--- src/sv/lfb_pkg.sv ---
// Shared types and constants for the LED controller frame builder.
package lfb_pkg;

   localparam int BANK_POSITIONS_DEF = 8;
   localparam int LED_POSITIONS_DEF  = 16;

   localparam int CSR_INDEX_W = 1;
   localparam int CSR_DATA_W  = 2;
   localparam logic [CSR_INDEX_W-1:0] CSR_ZONE_COUNT       = 1'd0;
   localparam logic [CSR_INDEX_W-1:0] CSR_RIGHT_BANK_FIRST = 1'd1;

   localparam int QUEUE_DEPTH = 2;
   localparam int MODE_W      = 3;

   localparam logic [MODE_W-1:0] MODE_SOLID         = 3'd1;
   localparam logic [MODE_W-1:0] MODE_BREATH_FAST   = 3'd2;
   localparam logic [MODE_W-1:0] MODE_BREATH_MEDIUM = 3'd3;
   localparam logic [MODE_W-1:0] MODE_BREATH_SLOW   = 3'd4;
   localparam logic [MODE_W-1:0] MODE_RAINBOW       = 3'd5;
   localparam logic [MODE_W-1:0] MODE_RAINBOW_MULTI = 3'd6;

   localparam logic [3:0] FX_BREATH        = 4'd1;
   localparam logic [3:0] FX_BREATH_SPEED  = 4'd2;
   localparam logic [3:0] FX_BREATH_LONG   = 4'd3;
   localparam logic [3:0] FX_STATIC        = 4'd4;
   localparam logic [3:0] FX_PULSE_FAST    = 4'd5;
   localparam logic [3:0] FX_PULSE_MEDIUM  = 4'd6;
   localparam logic [3:0] FX_PULSE_SLOW    = 4'd7;
   localparam logic [3:0] FX_RAINBOW       = 4'd8;
   localparam logic [3:0] FX_RAINBOW_MULTI = 4'd9;

   typedef enum logic [1:0] {
      KIND_SOLID,
      KIND_BREATH,
      KIND_RAINBOW
   } lfb_kind_type;

   typedef struct packed {
      logic              empty;
      logic              force_clear;
      lfb_kind_type      kind;
      logic [MODE_W-1:0] mode;
      logic [7:0]        bright_byte;
      logic [7:0]        rainbow_byte;
      logic [23:0]       col_first;
      logic [23:0]       col_second;
   } lfb_desc_type;

endpackage

--- src/sv/lfb_front.sv ---
// Front end: configuration registers and classification of a request word into a frame descriptor.
module lfb_front (
   input  logic                               clock,
   input  logic                               reset,
   input  logic                               csr_we,
   input  logic [lfb_pkg::CSR_INDEX_W-1:0]    csr_index,
   input  logic [lfb_pkg::CSR_DATA_W-1:0]     csr_wdata,
   input  logic [23:0]                        zone0_color,
   input  logic [3:0]                         zone0_effect,
   input  logic [12:0]                        zone0_speed,
   input  logic [6:0]                         zone0_brightness,
   input  logic [23:0]                        zone1_color,
   input  logic [6:0]                         zone1_brightness,
   input  logic                               force_resend,
   output lfb_pkg::lfb_desc_type              desc
);
   import lfb_pkg::*;

   localparam logic [12:0] SPEED_FAST_LIMIT   = 13'd1700;
   localparam logic [12:0] SPEED_MEDIUM_LIMIT = 13'd3300;
   localparam logic [12:0] SPEED_MAX          = 13'd4900;
   localparam logic [6:0]  BRIGHT_MAX         = 7'd100;

   // Scaling by 255/100 and 255/4900 as fixed-point reciprocal products.
   localparam logic [24:0] BRIGHT_SCALE  = 25'd21391185;
   localparam logic [29:0] RAINBOW_SCALE = 30'd894054480;

   logic [1:0]        zone_count_ff;
   logic              right_bank_first_ff;
   logic              two_zones;
   logic [6:0]        b1_used;
   logic [6:0]        bright_max;
   logic [6:0]        bright;
   logic [MODE_W-1:0] mode;
   logic [23:0]       col_a;
   logic [23:0]       col_b;
   logic [12:0]       speed_clamped;
   logic [31:0]       bright_prod;
   logic [42:0]       rainbow_prod;

   function automatic logic [MODE_W-1:0] mode_of(input logic [3:0] effect,
                                                 input logic [12:0] speed);
      logic [MODE_W-1:0] m;
      case (effect)
         FX_BREATH:        m = MODE_BREATH_FAST;
         FX_BREATH_SPEED: begin
            if (speed < SPEED_FAST_LIMIT) m = MODE_BREATH_FAST;
            else if (speed < SPEED_MEDIUM_LIMIT) m = MODE_BREATH_MEDIUM;
            else m = MODE_BREATH_SLOW;
         end
         FX_BREATH_LONG:   m = MODE_BREATH_SLOW;
         FX_STATIC:        m = MODE_SOLID;
         FX_PULSE_FAST:    m = MODE_BREATH_FAST;
         FX_PULSE_MEDIUM:  m = MODE_BREATH_MEDIUM;
         FX_PULSE_SLOW:    m = MODE_BREATH_SLOW;
         FX_RAINBOW:       m = MODE_RAINBOW;
         FX_RAINBOW_MULTI: m = MODE_RAINBOW_MULTI;
         default:          m = MODE_SOLID;
      endcase
      return m;
   endfunction

   always_ff @(posedge clock) begin
      if (reset) begin
         zone_count_ff       <= 2'd2;
         right_bank_first_ff <= 1'b1;
      end else if (csr_we) begin
         case (csr_index)
            CSR_ZONE_COUNT:       zone_count_ff       <= csr_wdata[1:0];
            CSR_RIGHT_BANK_FIRST: right_bank_first_ff <= csr_wdata[0];
            default: ;
         endcase
      end
   end

   assign two_zones     = zone_count_ff[1];
   assign b1_used       = two_zones ? zone1_brightness : 7'd0;
   assign bright_max    = (b1_used > zone0_brightness) ? b1_used : zone0_brightness;
   assign bright        = (bright_max > BRIGHT_MAX) ? BRIGHT_MAX : bright_max;
   assign mode          = (bright == 7'd0) ? MODE_SOLID : mode_of(zone0_effect, zone0_speed);
   assign col_a         = (bright == 7'd0) ? 24'd0 : zone0_color;
   assign col_b         = ((bright == 7'd0) || !two_zones) ? col_a : zone1_color;
   assign speed_clamped = (zone0_speed > SPEED_MAX) ? SPEED_MAX : zone0_speed;
   assign bright_prod   = 32'(bright) * 32'(BRIGHT_SCALE);
   assign rainbow_prod  = 43'(speed_clamped) * 43'(RAINBOW_SCALE);

   always_comb begin
      desc              = '0;
      desc.empty        = (zone_count_ff == 2'd0);
      desc.force_clear  = force_resend;
      desc.mode         = mode;
      desc.bright_byte  = bright_prod[30:23];
      desc.rainbow_byte = rainbow_prod[41:34];
      if ((mode == MODE_RAINBOW) || (mode == MODE_RAINBOW_MULTI)) begin
         desc.kind       = KIND_RAINBOW;
         desc.col_first  = col_a;
         desc.col_second = col_a;
      end else if (mode == MODE_SOLID) begin
         desc.kind       = KIND_SOLID;
         desc.col_first  = right_bank_first_ff ? col_b : col_a;
         desc.col_second = right_bank_first_ff ? col_a : col_b;
      end else begin
         desc.kind       = KIND_BREATH;
         desc.col_first  = col_a;
         desc.col_second = col_a;
      end
   end

endmodule

--- src/sv/lfb_queue.sv ---
// Short descriptor queue between the front end and the frame sequencer.
module lfb_queue (
   input  logic                  clock,
   input  logic                  reset,
   input  logic                  push,
   input  lfb_pkg::lfb_desc_type push_desc,
   output logic                  full,
   input  logic                  pop,
   output logic                  not_empty,
   output lfb_pkg::lfb_desc_type head
);
   import lfb_pkg::*;

   localparam int PTR_W = (QUEUE_DEPTH > 1) ? $clog2(QUEUE_DEPTH) : 1;
   localparam int CNT_W = $clog2(QUEUE_DEPTH + 1);

   lfb_desc_type     entry_ff [QUEUE_DEPTH];
   logic [PTR_W-1:0] wr_ptr_ff;
   logic [PTR_W-1:0] rd_ptr_ff;
   logic [CNT_W-1:0] count_ff;
   logic             do_push;
   logic             do_pop;

   function automatic logic [PTR_W-1:0] ptr_next(input logic [PTR_W-1:0] p);
      return (p == PTR_W'(QUEUE_DEPTH - 1)) ? '0 : p + 1'b1;
   endfunction

   assign full      = (count_ff == CNT_W'(QUEUE_DEPTH));
   assign not_empty = (count_ff != '0);
   assign do_push   = push && !full;
   assign do_pop    = pop && not_empty;
   assign head      = entry_ff[rd_ptr_ff];

   always_ff @(posedge clock) begin
      if (do_push) entry_ff[wr_ptr_ff] <= push_desc;
   end

   always_ff @(posedge clock) begin
      if (reset) begin
         wr_ptr_ff <= '0;
         rd_ptr_ff <= '0;
         count_ff  <= '0;
      end else begin
         if (do_push) wr_ptr_ff <= ptr_next(wr_ptr_ff);
         if (do_pop) rd_ptr_ff <= ptr_next(rd_ptr_ff);
         if (do_push && !do_pop) count_ff <= count_ff + 1'b1;
         else if (do_pop && !do_push) count_ff <= count_ff - 1'b1;
      end
   end

endmodule

--- src/sv/lfb_back.sv ---
// Frame sequencer: byte generator, stored last frame, compare pass and emit pass.
module lfb_back #(
   parameter int BANK_POSITIONS = lfb_pkg::BANK_POSITIONS_DEF,
   parameter int LED_POSITIONS  = lfb_pkg::LED_POSITIONS_DEF
) (
   input  logic                  clock,
   input  logic                  reset,
   input  logic                  q_valid,
   input  lfb_pkg::lfb_desc_type q_head,
   output logic                  q_pop,
   output logic                  rsp_valid,
   input  logic                  rsp_ready,
   output logic [7:0]            rsp_frame_byte,
   output logic                  rsp_last_byte
);
   import lfb_pkg::*;

   localparam int PAYLOAD_POS = (2 * BANK_POSITIONS > LED_POSITIONS) ?
                                (2 * BANK_POSITIONS) : LED_POSITIONS;
   localparam int FRAME_CAP   = 3 + 3 * PAYLOAD_POS;
   localparam int LEN_W       = $clog2(FRAME_CAP + 1);
   localparam int IDX_W       = $clog2(FRAME_CAP);
   localparam int POS_W       = $clog2(PAYLOAD_POS + 1);
   localparam logic [LEN_W-1:0] LEN_RAINBOW = LEN_W'(6);
   localparam logic [LEN_W-1:0] LEN_SOLID   = LEN_W'(3 + 6 * BANK_POSITIONS);
   localparam logic [LEN_W-1:0] LEN_BREATH  = LEN_W'(3 + 3 * LED_POSITIONS);
   localparam logic [IDX_W-1:0] IDX_MODE    = IDX_W'(0);
   localparam logic [IDX_W-1:0] IDX_BRIGHT  = IDX_W'(1);
   localparam logic [IDX_W-1:0] IDX_RB_RATE = IDX_W'(4);
   localparam logic [7:0]       RB_MARK     = 8'd1;

   typedef enum logic [1:0] {
      ST_IDLE,
      ST_CMP,
      ST_CMP_END,
      ST_EMIT
   } state_type;

   state_type        state_ff;
   lfb_desc_type     desc_ff;
   logic [IDX_W-1:0] idx_ff;
   logic [POS_W-1:0] pos_ff;
   logic [1:0]       comp_ff;
   logic [7:0]       sum_ff;
   logic [LEN_W-1:0] prev_len_ff;
   logic             cmp_pend_ff;
   logic [7:0]       cmp_byte_ff;
   logic             mismatch_ff;
   logic [7:0]       rd_ff;
   logic             rsp_valid_ff;
   logic [7:0]       rsp_byte_ff;
   logic             rsp_last_ff;
   logic [7:0]       frame_mem [FRAME_CAP];

   logic [LEN_W-1:0] frame_len;
   logic [IDX_W-1:0] last_idx;
   logic             at_last;
   logic [LEN_W-1:0] eff_prev;
   logic [23:0]      colour;
   logic [7:0]       comp_byte;
   logic [7:0]       gen_byte;
   logic             cmp_miss;
   logic             emit_step;

   function automatic logic [LEN_W-1:0] len_of(input lfb_kind_type kind);
      logic [LEN_W-1:0] n;
      case (kind)
         KIND_RAINBOW: n = LEN_RAINBOW;
         KIND_SOLID:   n = LEN_SOLID;
         default:      n = LEN_BREATH;
      endcase
      return n;
   endfunction

   assign frame_len = len_of(desc_ff.kind);
   assign last_idx  = IDX_W'(frame_len - 1'b1);
   assign at_last   = (idx_ff == last_idx);
   assign eff_prev  = q_head.force_clear ? '0 : prev_len_ff;
   assign q_pop     = (state_ff == ST_IDLE) && q_valid;
   assign cmp_miss  = cmp_pend_ff && (cmp_byte_ff != rd_ff);
   assign emit_step = (state_ff == ST_EMIT) && (!rsp_valid_ff || rsp_ready);

   always_comb begin
      colour = (pos_ff < POS_W'(BANK_POSITIONS)) ? desc_ff.col_first : desc_ff.col_second;
      case (comp_ff)
         2'd0:    comp_byte = colour[23:16];
         2'd1:    comp_byte = colour[15:8];
         default: comp_byte = colour[7:0];
      endcase
      if (idx_ff == IDX_MODE) gen_byte = 8'(desc_ff.mode);
      else if (idx_ff == IDX_BRIGHT) gen_byte = desc_ff.bright_byte;
      else if (at_last) gen_byte = sum_ff;
      else if (desc_ff.kind == KIND_RAINBOW)
         gen_byte = (idx_ff == IDX_RB_RATE) ? desc_ff.rainbow_byte : RB_MARK;
      else gen_byte = comp_byte;
   end

   always_ff @(posedge clock) begin
      if (emit_step) frame_mem[idx_ff] <= gen_byte;
      rd_ff <= frame_mem[idx_ff];
   end

   always_ff @(posedge clock) begin
      if (reset) begin
         state_ff     <= ST_IDLE;
         prev_len_ff  <= '0;
         cmp_pend_ff  <= 1'b0;
         mismatch_ff  <= 1'b0;
         rsp_valid_ff <= 1'b0;
      end else begin
         cmp_pend_ff  <= (state_ff == ST_CMP);
         rsp_valid_ff <= emit_step || (rsp_valid_ff && !rsp_ready);
         case (state_ff)
            ST_IDLE: begin
               if (q_valid) begin
                  desc_ff     <= q_head;
                  idx_ff      <= '0;
                  pos_ff      <= '0;
                  comp_ff     <= '0;
                  sum_ff      <= '0;
                  mismatch_ff <= 1'b0;
                  if (q_head.force_clear) prev_len_ff <= '0;
                  if (!q_head.empty)
                     state_ff <= (eff_prev == len_of(q_head.kind)) ? ST_CMP : ST_EMIT;
               end
            end
            ST_CMP: begin
               cmp_byte_ff <= gen_byte;
               mismatch_ff <= mismatch_ff | cmp_miss;
               idx_ff      <= idx_ff + 1'b1;
               sum_ff      <= sum_ff + gen_byte;
               if (idx_ff > IDX_BRIGHT) begin
                  comp_ff <= (comp_ff == 2'd2) ? 2'd0 : comp_ff + 1'b1;
                  if (comp_ff == 2'd2) pos_ff <= pos_ff + 1'b1;
               end
               if (at_last) state_ff <= ST_CMP_END;
            end
            ST_CMP_END: begin
               idx_ff   <= '0;
               pos_ff   <= '0;
               comp_ff  <= '0;
               sum_ff   <= '0;
               state_ff <= (mismatch_ff || cmp_miss) ? ST_EMIT : ST_IDLE;
            end
            ST_EMIT: begin
               if (emit_step) begin
                  rsp_byte_ff  <= gen_byte;
                  rsp_last_ff  <= at_last;
                  idx_ff       <= idx_ff + 1'b1;
                  sum_ff       <= sum_ff + gen_byte;
                  if (idx_ff > IDX_BRIGHT) begin
                     comp_ff <= (comp_ff == 2'd2) ? 2'd0 : comp_ff + 1'b1;
                     if (comp_ff == 2'd2) pos_ff <= pos_ff + 1'b1;
                  end
                  if (at_last) begin
                     prev_len_ff <= frame_len;
                     state_ff    <= ST_IDLE;
                  end
               end
            end
            default: state_ff <= ST_IDLE;
         endcase
      end
   end

   assign rsp_valid      = rsp_valid_ff;
   assign rsp_frame_byte = rsp_byte_ff;
   assign rsp_last_byte  = rsp_last_ff;

`ifndef SYNTHESIS
   a_word_only_from_emit: assert property (@(posedge clock) disable iff (reset)
      $rose(rsp_valid_ff) |-> $past(state_ff == ST_EMIT))
      else $error("Output word loaded outside the emit pass.");

   a_index_in_frame: assert property (@(posedge clock) disable iff (reset)
      (state_ff == ST_CMP || state_ff == ST_EMIT) |-> (LEN_W'(idx_ff) < frame_len))
      else $error("Byte index ran past the frame length.");

   a_emit_ends_on_last: assert property (@(posedge clock) disable iff (reset)
      (state_ff == ST_EMIT ##1 state_ff == ST_IDLE) |-> (rsp_valid_ff && rsp_last_ff))
      else $error("Emit pass ended without loading the checksum word.");

   a_stored_len_legal: assert property (@(posedge clock) disable iff (reset)
      (prev_len_ff == '0 || prev_len_ff == LEN_RAINBOW || prev_len_ff == LEN_SOLID ||
       prev_len_ff == LEN_BREATH))
      else $error("Stored frame length is not a frame length.");
`endif

endmodule

--- src/sv/led_mcu_frame_builder.sv ---
// Top level of the LED controller frame builder: front end, descriptor queue and sequencer.
//
//   channel   ports                        handshake
//   request   req_*  (one commit request)  req_valid / req_ready
//   response  rsp_*  (one frame byte)      rsp_valid / rsp_ready
//   config    csr_*  (register write)      csr_we, no wait
//
// A frame has n bytes: 6 for rainbow, 3 + 6*BANK_POSITIONS for solid, 3 + 3*LED_POSITIONS for
// breath (51 at the default sizes). One shared byte generator and the single-port frame memory
// set the order of work: take a descriptor, run a compare pass when the stored frame has the
// same length, then an emit pass, which waits on rsp_ready, if the lengths differ or the
// compare found a difference; no new request is taken meanwhile. Reset clears the configuration
// to two zones with the right bank first and marks the stored frame invalid. The queue holds
// two requests, so the front takes up to two words while the sequencer is stalled on rsp_ready.
module led_mcu_frame_builder #(
   parameter int BANK_POSITIONS = lfb_pkg::BANK_POSITIONS_DEF,
   parameter int LED_POSITIONS  = lfb_pkg::LED_POSITIONS_DEF
) (
   input  logic                            clock,
   input  logic                            reset,
   input  logic                            csr_we,
   input  logic [lfb_pkg::CSR_INDEX_W-1:0] csr_index,
   input  logic [lfb_pkg::CSR_DATA_W-1:0]  csr_wdata,
   input  logic                            req_valid,
   output logic                            req_ready,
   input  logic [23:0]                     req_zone0_color,
   input  logic [3:0]                      req_zone0_effect,
   input  logic [12:0]                     req_zone0_speed,
   input  logic [6:0]                      req_zone0_brightness,
   input  logic [23:0]                     req_zone1_color,
   input  logic [6:0]                      req_zone1_brightness,
   input  logic                            req_force_resend,
   output logic                            rsp_valid,
   input  logic                            rsp_ready,
   output logic [7:0]                      rsp_frame_byte,
   output logic                            rsp_last_byte
);
   import lfb_pkg::*;

   lfb_desc_type front_desc;
   lfb_desc_type q_head;
   logic         q_full;
   logic         q_valid;
   logic         q_pop;

   assign req_ready = !q_full;

   lfb_front u_front (
      .clock            (clock),
      .reset            (reset),
      .csr_we           (csr_we),
      .csr_index        (csr_index),
      .csr_wdata        (csr_wdata),
      .zone0_color      (req_zone0_color),
      .zone0_effect     (req_zone0_effect),
      .zone0_speed      (req_zone0_speed),
      .zone0_brightness (req_zone0_brightness),
      .zone1_color      (req_zone1_color),
      .zone1_brightness (req_zone1_brightness),
      .force_resend     (req_force_resend),
      .desc             (front_desc)
   );

   lfb_queue u_queue (
      .clock     (clock),
      .reset     (reset),
      .push      (req_valid),
      .push_desc (front_desc),
      .full      (q_full),
      .pop       (q_pop),
      .not_empty (q_valid),
      .head      (q_head)
   );

   lfb_back #(
      .BANK_POSITIONS (BANK_POSITIONS),
      .LED_POSITIONS  (LED_POSITIONS)
   ) u_back (
      .clock          (clock),
      .reset          (reset),
      .q_valid        (q_valid),
      .q_head         (q_head),
      .q_pop          (q_pop),
      .rsp_valid      (rsp_valid),
      .rsp_ready      (rsp_ready),
      .rsp_frame_byte (rsp_frame_byte),
      .rsp_last_byte  (rsp_last_byte)
   );

endmodule
--- config.mk ---
export PLATFORM = sky130hd
export DESIGN_NAME = led_mcu_frame_builder
export DESIGN_NICKNAME = d
export VERILOG_FILES = /design/src/sv/lfb_pkg.sv /design/src/sv/lfb_front.sv /design/src/sv/lfb_queue.sv /design/src/sv/lfb_back.sv /design/src/sv/led_mcu_frame_builder.sv
export SDC_FILE = /design/constraint.sdc
export NUM_CORES = 1
export LEC_CHECK = 0
export BUFFER_PORTS_ARGS = -buffer_cell sky130_fd_sc_hd__buf_2
export CAP_MARGIN = 15
export CORE_UTILIZATION = 50
export CTS_CLUSTER_DIAMETER = 40
export DETAILED_ROUTE_END_ITERATION = 7
export PLACE_DENSITY_LB_ADDON = 0.15
export SLEW_MARGIN = 20
export SYNTH_ARGS = -nofsm -noshare
export SYNTH_HDL_FRONTEND = slang
export SYNTH_SLANG_ARGS = --single-unit
--- constraint.sdc ---
create_clock -name clock -period 12.7 [get_ports clock]
set_clock_uncertainty 0.1 [all_clocks]
set_input_delay 1.905 -clock clock [delete_from_list [all_inputs] [get_ports clock]]
set_output_delay 1.905 -clock clock [all_outputs]
set_load 0.005 [all_outputs]
# Word level (Yosys, flattened, before mapping)
# Memory sizes are Yosys's and may differ from the RTL's. A register that Yosys moved wholly into a read port is not among the register bits.
# Cells that the tools add are included.
# op_classes
n_shift,0
eq_ne,29
bitwise,3
magnitude_cmp,7
n_mux,70
reduce_logical,39
add_sub_neg,9
mul,2
div_mod_pow,0
# ops
operator,count
24-bit two-way mux,5
48-bit two-way mux,2
6-bit two-way mux,12
8-bit two-way mux,7
"13-bit by 26-bit multiplier with 38-bit output, second input constant",1
8-bit one-hot mux with 4 select lines,1
"7-bit by 25-bit multiplier with 31-bit output, second input constant",1
2-bit two-way mux,14
6-bit one-hot mux with 4 select lines,1
7-bit two-way mux,3
5-bit two-way mux,4
5-bit one-hot mux with 4 select lines,1
3-bit one-hot mux with 6 select lines,1
2-bit one-hot mux with 4 select lines,2
8-bit one-hot mux with 2 select lines,1
"13-bit > comparator, second input constant",1
"13-bit by 11-bit < comparator with 1-bit output, second input constant",1
"13-bit by 12-bit < comparator with 1-bit output, second input constant",1
13-bit two-way mux,1
"2-bit == test, second input constant",6
"4-bit by 3-bit == test with 1-bit output, second input constant",3
6-bit == test,2
6-bit one-hot mux with 2 select lines,1
1-bit two-way mux,10
other kinds (38),77
# word_totals
rom_bits,0
register_bits,125
n_memories,2
latch_bits,0
mem_bits_rw,550
wordCells,184
# memory_table
name,words,width,rd,rd_clocked_by_memory_dff,write_ports,line,source
u_back.frame_mem,51,8,1,1,1,lfb_back.sv:53,logic [7:0] frame_mem [FRAME_CAP];
u_queue.entry_ff,2,71,1,1,1,lfb_queue.sv:17,lfb_desc_type entry_ff [QUEUE_DEPTH];

# Longest topological paths before layout
# depth
word_depth,11
ltp_mapped,31

# Modules after synthesis
# Synthesis repeated with hierarchy kept, for this count alone.
# unflattened
cells_unflattened,2418
hier_area_um2,34297.9
# modules_own_cells
module,area_per_inst_um2,seq_area_each_um2,cells_each,instances
lfb_back,21503.1,15845.2,1294,1
lfb_front,7457.2,60.1,877,1
lfb_queue,5333.9,4364.2,246,1
led_mcu_frame_builder,3.8,0.0,1,1

# Worst setup path before layout
# No wires, ideal clock.
# synth_path
path_kind,input port to flip-flop
from,in req_zone1_brightness[1]
to,mem u_queue.entry_ff[0][62] in the netlist's numbering (data pin)
required_time_ns,12.403
path_slack_ns,4.121
cell_stages,24
n_path_buf,0
setup_time_ns,0.197
arrival_ns,8.283
path_cell_list,and2_1 > ha_1 > nor2b_1 > or3b_1 > and3_1 > or2_1 > or3_1 > and2_1 > o21ai_0 > inv_1 > fa_1 > fa_1 > fa_1 > inv_1 > ha_1 > ha_1 > a21o_1 > a21oi_1 > o21bai_1 > a2111oi_0 > o311a_4 > nor4_4 > or4b_1 > o311ai_1
# synth_lines
element,line,source
from (decl),led_mcu_frame_builder.sv:31,"input logic [6:0] req_zone1_brightness,"
to (decl),lfb_queue.sv:17,

==> impl_metrics.csv <==
group,metric,value,unit
outcome,status,"completed",
cts,hold_buffers,0,
yosys,yosysTopAreaCellShare,0.599,
global_route,grtUsageMet3,0.0336,
routing,routed_wl,75400,um
sta,period_share,0.683,
floorplanning,die_x,259,um
yosys,synth_cell_types,74,
global_route,grt_pass1_wl,116000,um
floorplanning,ioPinCount,99,
setup_path,slowest_delay,0.66,ns
sta,slew_headroom,0.244,
floorplanning,rows,93,
global_route,grt_pass1_vias,20100,
setup_path,critPathLaunchType,"primary input",
cts,root_buffer,"clkbuf_16",
power,p_clk_frac,0.290,
sta,fmax,115,MHz
sta,setup_slack,4.02,ns
yosys,synth_enable_flop_cells,657,
setup_path,cp.required,13.00,ns
routing,vias_per_cell,5.87,
cts,clock_sinks,684,
yosys,synth_ff_type,"edfxtp_1",
sta,maxSlewViolCount,0,
yosys,synth_top_area_cell,"edfxtp_1",
global_route,gr-total-overflow,0,
placement,post-place-ws,3.40,ns
setup_path,end_kind,"register",
power,power.density,231,nW/um^2
cts,clk_path_buf_depth,3,
setup_path,worstSetupPathType,"primary input to register",
yosys,netlist_area,32900,um^2
setup_path,crit_slowest_cell,"o21ai_0",
layout,layout.nets,2795,
cts,h-tree-depth,3,
layout,mostFrequentLayoutCell,"edfxtp_1",
floorplanning,core_region_area,64800,um^2
cts,path_clk_slew,0.06,ns
placement,dpl.hpwl,47300,um
cts,tritoncts,"built",
floorplanning,die_h,259,um
layout,final_cell_mix,"edfxtp_1 (657), ha_1 (207), inv_1 (173)",
power,p_leak,13.9,nW
power,p_sw,2.90,mW
routing,drt_iter0_markers,1505,
sta,report.final.setup_viol,0,
global_route,use_met1,0.318,
floorplanning,initial_core_util,0.508,
cts,cts_made_buffers,85,
power,pwr-share-seq,0.379,
power,p_comb_frac,0.331,
setup_path,cp.arrival,8.98,ns
sta,finalHoldViolCount,0,
layout,n_antenna_cell,0,
global_route,grtUsageMet2,0.376,
global_route,antenna_found_initial,1,
global_route,grt_max_degree,70,
yosys,yosys_register_bits,684,
power,max-vdd-ir-drop,0.000177,V
global_route,busiest_layer,"met2",
placement,place.gp.congestion,0.861,
routing,drtAntennaViolNets,0,
yosys,synth_area_leaders,"edfxtp_1 (60%), ha_1 (7.9%), fa_1 (5.6%)",
sta,worst_pin_slew,1.13,ns
yosys,synthCells,2290,
setup_path,crit_path_max_fanout,6,
min_path,worstHoldPathType,"register to register",
yosys,yosysWarnings,0,
global_route,track_usage,0.230,
yosys,asyncSetResetFlopFracSynth,0,
sta,tns,0,ns
cts,cts_resized,0,
power,switching_share,0.335,
layout,drive_gt1_frac,0.160,
floorplanning,dieArea,66900,um^2
routing,drc,0,
cts,clock_latency,0.63,ns
routing,vias,19600,
power,p_int,5.77,mW
routing,firstDrtPassIters,5,
sta,rsz0062_at_grt,"no",
yosys,yosysSeqAreaShare,0.615,
yosys,synth_nets,2677,
layout,area_growth,13.9,%
run,maxCapViolCount,0,
yosys,syn_area_per_cell,14.4,um^2
sta,period_minus_slack,8.68,ns
routing,routedWlPerCell,22.6,um
placement,numPortBuffers,98,
cts,cts_setup_buffers,0,
setup_path,ff2ff_setup_slack,4.67,ns
-- power by group through the flow --
| stage | logic (mW) | clock network [mW] | registers (mW) |
|---|---|---|---|
| finish | 2.87 | 2.52 | 3.28 |
| global route | 3.22 | 2.64 | 3.31 |
| CTS | 2.90 | 2.55 | 3.28 |
| detailed placement | 2.87 | 0 | 3.33 |
| global placement | 2.80 | 0 | 3.32 |
| floorplan | 1.99 | 0 | 3.29 |
-- cell usage after synthesis, types with 12 or more instances --
master,instances
and2_1,32
clkbuf_1,73
nand2b_1,16
a41oi_1,17
nand3_1,12
xnor2_1,22
a21oi_1,61
ha_1,207
nor2b_1,17
nand4_1,30
a221oi_1,16
a22o_1,14
xor2_1,24
a31oi_1,14
mux2_2,79
fa_1,92
nand2_1,64
nor3_1,21
nor2_1,168
mux2i_1,69
inv_1,173
a22oi_1,169
o21ai_0,41
buf_1,17
edfxtp_1,657
a21o_1,17
dfxtp_1,27
-- logic make-up (layout without fill, tap and decap cells) --
| kind of cell | Yosys count | in the layout | share of synthesized area |
|---|---|---|---|
| AOI/OAI and AO/OA | 430 | 430 | 0.0950 |
| xor gates and xnor gates | 46 | 46 | 0.0122 |
| adders and majority gates | 299 | 299 | 0.135 |
| buffers and inverters | 269 | 459 | 0.0312 |
| DFF | 684 | 684 | 0.615 |
| muxes | 153 | 153 | 0.0514 |
| and+or+nand+nor | 409 | 409 | 0.0604 |
-- sequential cells by signal, indices dropped and copies added, names as in the netlist, named ones only --
signal and flops:
u_back.sum_ff 8, u_back.rsp_frame_byte 8, u_back.comp_ff 2, u_back.prev_len_ff 6, u_back.desc_ff 69, u_back.state_ff 2, u_queue.count_ff 2, u_front.zone_count_ff 2
u_queue.rd_ptr_ff 1, u_back.idx_ff 6, u_back.rd_ff 8, u_back.rsp_last_byte 1, u_back.mismatch_ff 1, u_back.frame_mem 408, u_back.cmp_byte_ff 8, u_back.pos_ff 5
u_queue.wr_ptr_ff 1, u_back.rsp_valid 1, u_back.cmp_pend_ff 1, u_front.right_bank_first_ff 1, u_queue.entry_ff 142
-- metrics by stage --
| step | total power [mW] | hold WS (ns) | utilization | area [um^2] | cells |
|---|---|---|---|---|---|
| after global placement | 6.12 | 0.343 | 0.532 | 34500 | 3176 |
| after detailed placement | 6.20 | 0.367 | 0.532 | 34500 | 3176 |
| after global routing | 9.16 | 0.392 | 0.579 | 37500 | 3335 |
| after floorplan | 5.28 | 0.336 | - | 32900 | 2290 |
| final | 8.67 | 0.372 | 0.579 | 37500 | 3335 |
| after CTS | 8.73 | 0.372 | 0.579 | 37500 | 3335 |
-- layer usage --
layer,vias up,part of all wire
met5,-,0
met4,0,0.023
met3,115,0.063
met2,615,0.48
met1,9869,0.43
li1,8961,-
-- worst max-delay path: cells and delay by family --
| family | cells | cell delay [ns] |
|---|---|---|
| and+or+nand+nor | 9 | 2.28 |
| adders and majority gates | 6 | 2.43 |
| buffers and inverters | 3 | 0.35 |
| AOI/OAI and AO/OA | 7 | 2.01 |
-- worst paths after layout --
path / from / to / cells after the start
setup reg to reg: u_front.zone_count_ff[1] / u_queue.entry_ff[0][62] / 24
setup / recovery: req_zone1_brightness[1] / u_queue.entry_ff[0][62] / 25
hold / removal: u_back.prev_len_ff[1] / u_back.prev_len_ff[1] / 2
hold reg to reg: u_back.prev_len_ff[1] / u_back.prev_len_ff[1] / 2
-- final cells by class --
class                           count  area (um^2)
Inverter                          174          653
Sequential cell                   684        20300
Multi-Input combinational cell   1337        11800
Fill cell                        5057        27300
Timing Repair Buffer              126          701
Tap cell                          855         1070
Clock buffer                       95         2210
Clock inverter                     64          807
No activity file was read; power rests on OpenSTA's default activity.
